File: src/sv/ght_pkg.sv
package ght_pkg;

  typedef enum logic [1:0] {
    MODE_ADD    = 2'd0,
    MODE_LOOKUP = 2'd1,
    MODE_DELETE = 2'd2,
    MODE_RSVD   = 2'd3
  } mode_e;

  typedef enum logic [1:0] {
    STATUS_OK   = 2'd0,
    STATUS_BAD  = 2'd1,
    STATUS_FULL = 2'd2,
    STATUS_RSVD = 2'd3
  } status_e;

  // Controller to datapath commands.
  typedef struct packed {
    logic capture;     // latch the command word, issue slot reads
    logic eval;        // decide with slot data, issue dense reads
    logic commit;      // write memories and counters
    logic move;        // write the moved entry on delete
    logic respond;     // drive the result strobe
  } ctl_t;

  // Datapath to controller status.
  typedef struct packed {
    logic need_move;   // delete must relocate the last dense entry
  } sts_t;

endpackage

File: src/sv/ght_ctrl.sv
module ght_ctrl
  import ght_pkg::*;
(
  input  logic clk_i,
  input  logic rst_ni,
  input  logic start_i,
  input  sts_t sts_i,
  output ctl_t ctl_o,
  output logic busy_o
);

  localparam logic [2:0] StIdle = 3'd0;
  localparam logic [2:0] StRead = 3'd1;
  localparam logic [2:0] StEval = 3'd2;
  localparam logic [2:0] StComm = 3'd3;
  localparam logic [2:0] StMove = 3'd4;

  logic [2:0] state_q, state_d;

  always_comb begin
    state_d = state_q;
    ctl_o   = '0;
    unique case (state_q)
      StIdle: begin
        if (start_i) begin
          ctl_o.capture = 1'b1;
          state_d = StRead;
        end
      end
      StRead: begin
        state_d = StEval;
      end
      StEval: begin
        ctl_o.eval = 1'b1;
        state_d = StComm;
      end
      StComm: begin
        ctl_o.commit = 1'b1;
        if (sts_i.need_move) begin
          state_d = StMove;
        end else begin
          ctl_o.respond = 1'b1;
          state_d = StIdle;
        end
      end
      StMove: begin
        ctl_o.move    = 1'b1;
        ctl_o.respond = 1'b1;
        state_d = StIdle;
      end
      default: state_d = StIdle;
    endcase
  end

  always_ff @(posedge clk_i or negedge rst_ni) begin
    if (!rst_ni) state_q <= StIdle;
    else state_q <= state_d;
  end

  assign busy_o = (state_q != StIdle);

  a_move_after_commit: assert property (@(posedge clk_i) disable iff (!rst_ni)
    ctl_o.move |-> $past(ctl_o.commit))
    else $error("move without commit");
  a_one_respond: assert property (@(posedge clk_i) disable iff (!rst_ni)
    ctl_o.respond |=> !ctl_o.respond)
    else $error("back to back respond");
  a_capture_idle: assert property (@(posedge clk_i) disable iff (!rst_ni)
    ctl_o.capture |=> busy_o)
    else $error("capture did not go busy");

endmodule

File: config.mk
export PLATFORM = sky130hd
export DESIGN_NAME = ght_ctrl
export DESIGN_NICKNAME = d
export VERILOG_FILES = /design/src/sv/ght_pkg.sv /design/src/sv/ght_ctrl.sv
export SDC_FILE = /design/constraint.sdc
export NUM_CORES = 1
export LEC_CHECK = 0
export BUFFER_PORTS_ARGS = -buffer_cell sky130_fd_sc_hd__buf_2
export CAP_MARGIN = 20
export CORE_AREA = 2 2 39 41
export CTS_BUF_LIST = sky130_fd_sc_hd__clkbuf_16
export DETAILED_ROUTE_END_ITERATION = 10
export DIE_AREA = 0 0 41 43
export PLACE_DENSITY = 0.3
export SLEW_MARGIN = 20
export SYNTH_ARGS = -nofsm -noshare
export SYNTH_HDL_FRONTEND = slang
export SYNTH_SLANG_ARGS = --single-unit
File: constraint.sdc
create_clock -name clk_i -period 1.19 [get_ports clk_i]
set_clock_uncertainty 0.05 [all_clocks]
set_input_delay 0.1785 -clock clk_i [delete_from_list [all_inputs] [get_ports clk_i]]
set_output_delay 0.1785 -clock clk_i [all_outputs]
set_load 0.03 [all_outputs]
After elaboration in Yosys (flattened, before gate mapping)
Index checks and enable logic that the tools add are counted.

cells by class
  equal/unequal tests = 5
  reductions and logical operators = 2
  muxes and demuxes = 10

operator list
  cell                                                                   number
  3-bit one-hot mux with 4 select lines                                  1
  3-bit by 2-bit equality test with 1-bit output, second input constant  2
  1-bit 2-to-1 mux                                                       6
  3-bit 2-to-1 mux                                                       2
  3-bit by 1-bit equality test with 1-bit output, second input constant  1
  3-bit equality test, second input constant                             1
  3-bit logical NOT                                                      1
  3-bit nonzero test                                                     1
  2-bit != test, second input constant                                   1
  1-bit one-hot mux with 2 select lines                                  1

word-level totals
  register bits after elaboration = 3
  logic and storage cells = 18

Longest topological paths before layout
Gate-level depths: netlist (run 1).

  word-level depth = 2
  depth in mapped cells = 2
  mapped depth without buffers = 2

Worst setup path after synthesis (run 1)
OpenSTA, ideal clock, no wires.

  path type = register -> output
  start = register state_q[0]
  end = output ctl_o[0] in the netlist's numbering
  data arrival time = 1625 ps
  buffers on the path = 0
  data required time = 961 ps
  stages on the path, launching flop included = 3
  setup slack = -664 ps
  cell sequence = dfrtp_1 nor3b_1 o21bai_1

RTL lines
  element                 line            RTL
  from (decl)             ght_ctrl.sv:18  logic [2:0] state_q, state_d;
  from (signal assigned)  ght_ctrl.sv:56  if (!rst_ni) state_q <= StIdle;
  from (signal assigned)  ght_ctrl.sv:57  else state_q <= state_d;
  to (decl)               ght_ctrl.sv:8   output ctl_t ctl_o,

==> impl_metrics.json, run 1 <==
{
  "clk_pin_slew_ns": 0.03,
  "io_pins": 10,
  "setup_ws_ns": -0.2713,
  "largest_reg_flops": 3,
  "synth_adder_area_share_pct": 0,
  "dp_hpwl_um": 380.9,
  "fin_crit_sh_pct": 122.8,
  "synth_cell_types": 10,
  "synthCells": 17,
  "hold_path.class": "in -> reg",
  "p_leak_nw": 0.2169,
  "grt_setup_unrepaired": "true",
  "grt_max_degree": 6,
  "start_kind": "flip-flop",
  "fmax_ghz": 0.6843,
  "h-tree-depth": 1,
  "timing.slew.headroom_pct": 87.99,
  "worstMarginPinSlew_ns": 0.1788,
  "path_max_fanout": 4,
  "yosysTopAreaCell": "dfrtp_1",
  "ys_seq_elements": 3,
  "worstSetupPathType": "reg -> out",
  "synth_xor_area_share_pct": 5.512,
  "synth_area_per_cell_um2": 9.347,
  "cp.required_ns": 0.96,
  "startpoint": "state_q[0]",
  "rows": 14,
  "clk_latency_ns": 0.22,
  "ys.flop_type": "dfrtp_1",
  "synth_top_family_by_area": "simple AND/OR/NAND/NOR gates",
  "cts_tree": "built",
  "die_height_um": 43,
  "cts_sinks": 3,
  "violations": "negative setup slack",
  "place_ws_ns": -0.1134,
  "power.ir.vdd_worst_mv": 0.8043,
  "min_from": "sts_i",
  "synth_area_um2": 158.9,
  "synth-simple-area-share_pct": 35.43,
  "grt_overflow": 0,
  "wirelength_um": 479,
  "first_pass_iters": 4,
  "synth_commonest_cells": "dfrtp_1 (3), inv_1 (3), nor2_1 (3)",
  "finalSetupViolations": 6,
  "portBuffers": 9,
  "cp_cell_sequence": "buf_6 -> nor3b_4 -> o21bai_1 -> buf_4",
  "route.detailed.drc": 0,
  "gp_congestion": 0.5716,
  "synth_mux_area_share_pct": 0,
  "viasPerCell": 3.436,
  "core_area_um2": 1384,
  "max_flop_register": "state_q",
  "hold_viol_final": 0,
  "wl_per_cell_um": 8.709,
  "areaGrowthSynthToFinish_pct": 173.2,
  "synth_compound_area_share_pct": 4.724,
  "yosysTopAreaCellShare_pct": 47.24,
  "grt_pass1_vias": 185,
  "via_count": 189,
  "synth-edff-count": 0,
  "synth_nets": 21,
  "pwr_density_cell_nw_per_um2": 3401,
  "period_needed_ns": 1.461,
  "ys_warn_count": 0,
  "track_usage_pct": 6.627,
  "synth_area_leaders": "dfrtp_1 (47%), nor3b_1 (9.4%), inv_1 (7.1%), nor2_1 (7.1%), or3_4 (7.1%)",
  "drtIter0Drc": 2,
  "fill_cells": 151,
  "max_cap_viol_count": 0,
  "die-width_um": 41,
  "antenna_found_initial": 0,
  "status": "finished with violations",
  "ys_async_sr_fraction_pct": 100.0,
  "start_util_pct": 11.48,
  "crit_arrival_ns": 1.23,
  "cpPeakStageDelay_ns": 0.40,
  "dieArea_um2": 1763,
  "crit_path_end_kind": "primary output",
  "ys_seq_area_share_pct": 47.24,
  "timing.rr.start": "state_q[2]",
  "slew_violations": 0,
  "grt_first_pass_wirelength_um": 710,
  "root_buffer": "clkbuf_16",
  "slowest_stage": "dfrtp_2",
  "drive_above_1_share_pct": 69.23,
  "final_util_pct": 31.37,
  "diodes": 0,
  "cts_buffers": 3,
  "cts_buffer_depth": 2,
  "postRouteAntennaNets": 0,
  "fin_nets": 44,
  "biggestRegsByFlops": "state_q (3)"
}
cell usage in the layout (no fill, tap or decap), types with 2 or more instances in the layout:
cell type  n
buf_4      8
buf_6      5
buf_2      4
inv_1      3
clkbuf_16  3
nor2_4     2
nor2_1     2
dfrtp_1    2
kinds of logic after synthesis:
family | Yosys count
compound gates | 1
xor+xnor | 1
buf+inv | 3
flops | 3
simple gates | 9
power breakdown:
group | internal [mW] | switching [mW]
Clock | 0.433 | 0.0869
Combinational | 0.388 | 0.389
Sequential | 0.150 | 0.0290
path summary, 6_finish.rpt:
check | to | slack (ns) | cells past startpoint
max | ctl_o[0] | -0.27 | 4
min | state_q[2] | 0.16 | 3
max reg2reg | state_q[2] | 0.04 | 5
min reg2reg | state_q[1] | 0.52 | 2
max in group asynchronous | state_q[0] | 0.75 | 2
min in group asynchronous | state_q[2] | 0.22 | 2
layout make-up:
| cell class | count | area (um2) | share of cell area [%] |
|---|---|---|---|
| inverters | 3 | 11.26 | 2.594 |
| clock inverters | 1 | 3.754 | 0.8646 |
| flip-flops and latches | 3 | 76.32 | 17.58 |
| well taps | 16 | 20.02 | 4.611 |
| clock buffers | 3 | 75.07 | 17.29 |
| multi-input cells | 11 | 101.3 | 23.34 |
| repair buffers | 18 | 146.4 | 33.72 |
through the flow:
step / cells / hold slack (ns) / cell area [um2] / setup TNS (ns) / power [mW]
finish: 55 / 0.1586 / 434.2 / -1.405 / 1.476
global route: 55 / 0.1678 / 434.2 / -1.608 / 1.556
CTS: 56 / 0.1775 / 441.7 / -1.538 / 1.518
detailed placement: 48 / -0.07188 / 291.5 / -0.2317 / 0.8127
global placement: 48 / -0.07315 / 291.5 / -0.1871 / 0.8058
floorplan: 17 / -0.1671 / 181.4 / -0.3877 / 0.5718
worst max-delay path, delay by kind of cell (launching register included):
family / cells / cell delay, ns
buf+inv: 2 / 0.31
compound gates: 1 / 0.13
simple gates: 1 / 0.18
flops: 1 / 0.40
repair_timing:
item                       in CTS  in global routing
setup endpoints to repair       6                  7
pin swaps                       4                  1
hold endpoints to repair        3                  0
setup buffers                   3                  1
hold buffers                    1                  0
gates resized for setup        13                  0
routing by layer:
metal,global-route usage (%),up-vias,part of all wire (%)
li1,-,98,-
met1,6.431,81,38
met2,8.750,10,48
met3,3.141,0,14
met4,8.000,0,0
met5,0,-,0
Power figures use the tool's default switching activity.
==> inputs of run 2 (changes only) <==
==> constraint.sdc (replaced) <==
create_clock -name clk_i -period 1.27 [get_ports clk_i]
set_clock_uncertainty 0.05 [all_clocks]
set_input_delay 0.1905 -clock clk_i [delete_from_list [all_inputs] [get_ports clk_i]]
set_output_delay 0.1905 -clock clk_i [all_outputs]
set_load 0.03 [all_outputs]
==> impl_metrics.json, run 2 (same netlist as run 1, synthesis figures left out) <==
{
  "total_power_mw": 1.390,
  "drtIter0Drc": 1,
  "worstMarginPinSlew_ns": 0.1920,
  "min_from": "sts_i",
  "first_pass_iters": 2,
  "timing.slew.headroom_pct": 87.10,
  "dieArea_um2": 1763,
  "period_needed_ns": 1.496,
  "fmax_ghz": 0.6686,
  "wl_met1_um": 174,
  "antenna_found_initial": 0,
  "startpoint": "state_q[0]",
  "hold_path.class": "in -> reg",
  "biggestRegsByFlops": "state_q (3)",
  "grt_pass1_vias": 166,
  "slowest_stage": "dfrtp_2",
  "grt_setup_unrepaired": "true",
  "status": "finished with violations",
  "fin_nets": 44,
  "setup_ws_ns": -0.2256,
  "h-tree-depth": 1,
  "areaGrowthSynthToFinish_pct": 174.8,
  "cts_buffers": 3,
  "wl_met2_um": 229,
  "grt_first_pass_wirelength_um": 669,
  "postRouteAntennaNets": 0,
  "wl_per_cell_um": 8.655,
  "crit_path_end_kind": "primary output",
  "die-width_um": 41,
  "root_buffer": "clkbuf_16",
  "crit-reg2reg-capture": "state_q[1]",
  "grt_max_degree": 6,
  "place_inst": 47,
  "drive_above_1_share_pct": 64.10,
  "pwr_density_cell_nw_per_um2": 3182,
  "rows": 14,
  "via_count": 198,
  "fin_crit_sh_pct": 117.8,
  "fin_hold_ws_ns": 0.1450,
  "hold_viol_final": 0,
  "io_pins": 10,
  "track_usage_pct": 6.942,
  "wirelength_um": 476,
  "worst_setup_path_endpoint": "ctl_o[0]",
  "cp_cell_sequence": "buf_6 -> nor3b_4 -> o21bai_1 -> buf_4",
  "portBuffers": 9,
  "slew_violations": 0,
  "worstSetupPathType": "reg -> out",
  "die_height_um": 43,
  "dr_wl_met3_um": 72,
  "cp.required_ns": 1.03,
  "fill_cells": 153,
  "start_util_pct": 11.48,
  "core_area_um2": 1384,
  "power.ir.vdd_worst_mv": 1.440,
  "cts_sinks": 3,
  "dp_hpwl_um": 352.4,
  "finalSetupViolations": 6,
  "cpPeakStageDelay_ns": 0.40,
  "violations": "negative setup slack",
  "crit_arrival_ns": 1.26,
  "path_max_fanout": 3,
  "final_cell_mix": "buf_6 (7), buf_4 (7), inv_1 (4)",
  "clk_latency_ns": 0.22,
  "start_kind": "flip-flop",
  "route.detailed.drc": 0,
  "max_flop_register": "state_q",
  "cts_buffer_depth": 2,
  "max_cap_viol_count": 0,
  "tns_ns": -0.9555,
  "grt_overflow": 0,
  "gp_congestion": 0.5666,
  "cts_tree": "built",
  "routed.top_layer": "met3",
  "p_leak_nw": 0.2216,
  "timing.rr.start": "state_q[0]",
  "diodes": 0,
  "ff2ff_setup_slack_ns": 0.12,
  "reg2reg_depth": 5,
  "finalNonFillerCells": 55,
  "clk_pin_slew_ns": 0.03,
  "viasPerCell": 3.600,
  "largest_reg_flops": 3
}
[run 2: through the flow]
stage / area (um2) / util (%) / setup WS (ns)
finish: 436.7 / 31.56 / -0.2256
global route: 436.7 / 31.56 / -0.2761
CTS: 415.4 / 30.02 / -0.2332
detailed placement: 284.0 / 20.52 / -0.04293
global placement: 284.0 / 20.52 / -0.03389
floorplan: 181.4 / - / -0.1508
[run 2: how the worst min path moves through the flow]
stage	to	slack (ns)	depth (start not counted)
2_1_floorplan	state_q[0]	-0.16	0
3_5_place_dp	state_q[1]	-0.06	1
3_3_place_gp	state_q[2]	-0.06	1
6_report	state_q[2]	0.15	3
4_1_cts	state_q[2]	0.14	3
5_1_grt	state_q[2]	0.16	3
[run 2: layout make-up]
cell class | instances | area, um2 | share of cell area (%)
multi-input combinational | 11 | 93.84 | 21.49
timing repair buffer | 18 | 156.4 | 35.82
inverter | 3 | 11.26 | 2.579
clock inverter | 1 | 3.754 | 0.8596
sequential | 3 | 76.32 | 17.48
clock buffer | 3 | 75.07 | 17.19
tap | 16 | 20.02 | 4.585
[run 2: metal layers]
metal	global-route usage, %	vias to the layer above
met3	6.283	0
met1	4.854	89
met5	0	-
met4	6.000	0
met2	10.31	12
li1	-	97
[run 2: repair_timing]
item,CTS,global route
hold endpoints to repair,3,0
pin swaps,3,3
resized for setup,9,5
hold buffers,1,0
buffers inserted,2,1
endpoints found under the setup margin,6,6
[run 2: report_power, final]
| part | switching (mW) | total, mW | internal, mW |
|---|---|---|---|
| clock | 0.0805 | 0.486 | 0.405 |
| sequential | 0.0314 | 0.172 | 0.141 |
| combinational | 0.360 | 0.732 | 0.372 |
| total | 0.472 | 1.39 | 0.918 |
[run 2: critical path, delay by kind of cell (launching register included)]
family          cells  cell delay (ns)
flops               1             0.40
buf+inv             2             0.30
simple gates        1             0.20
compound gates      1             0.13
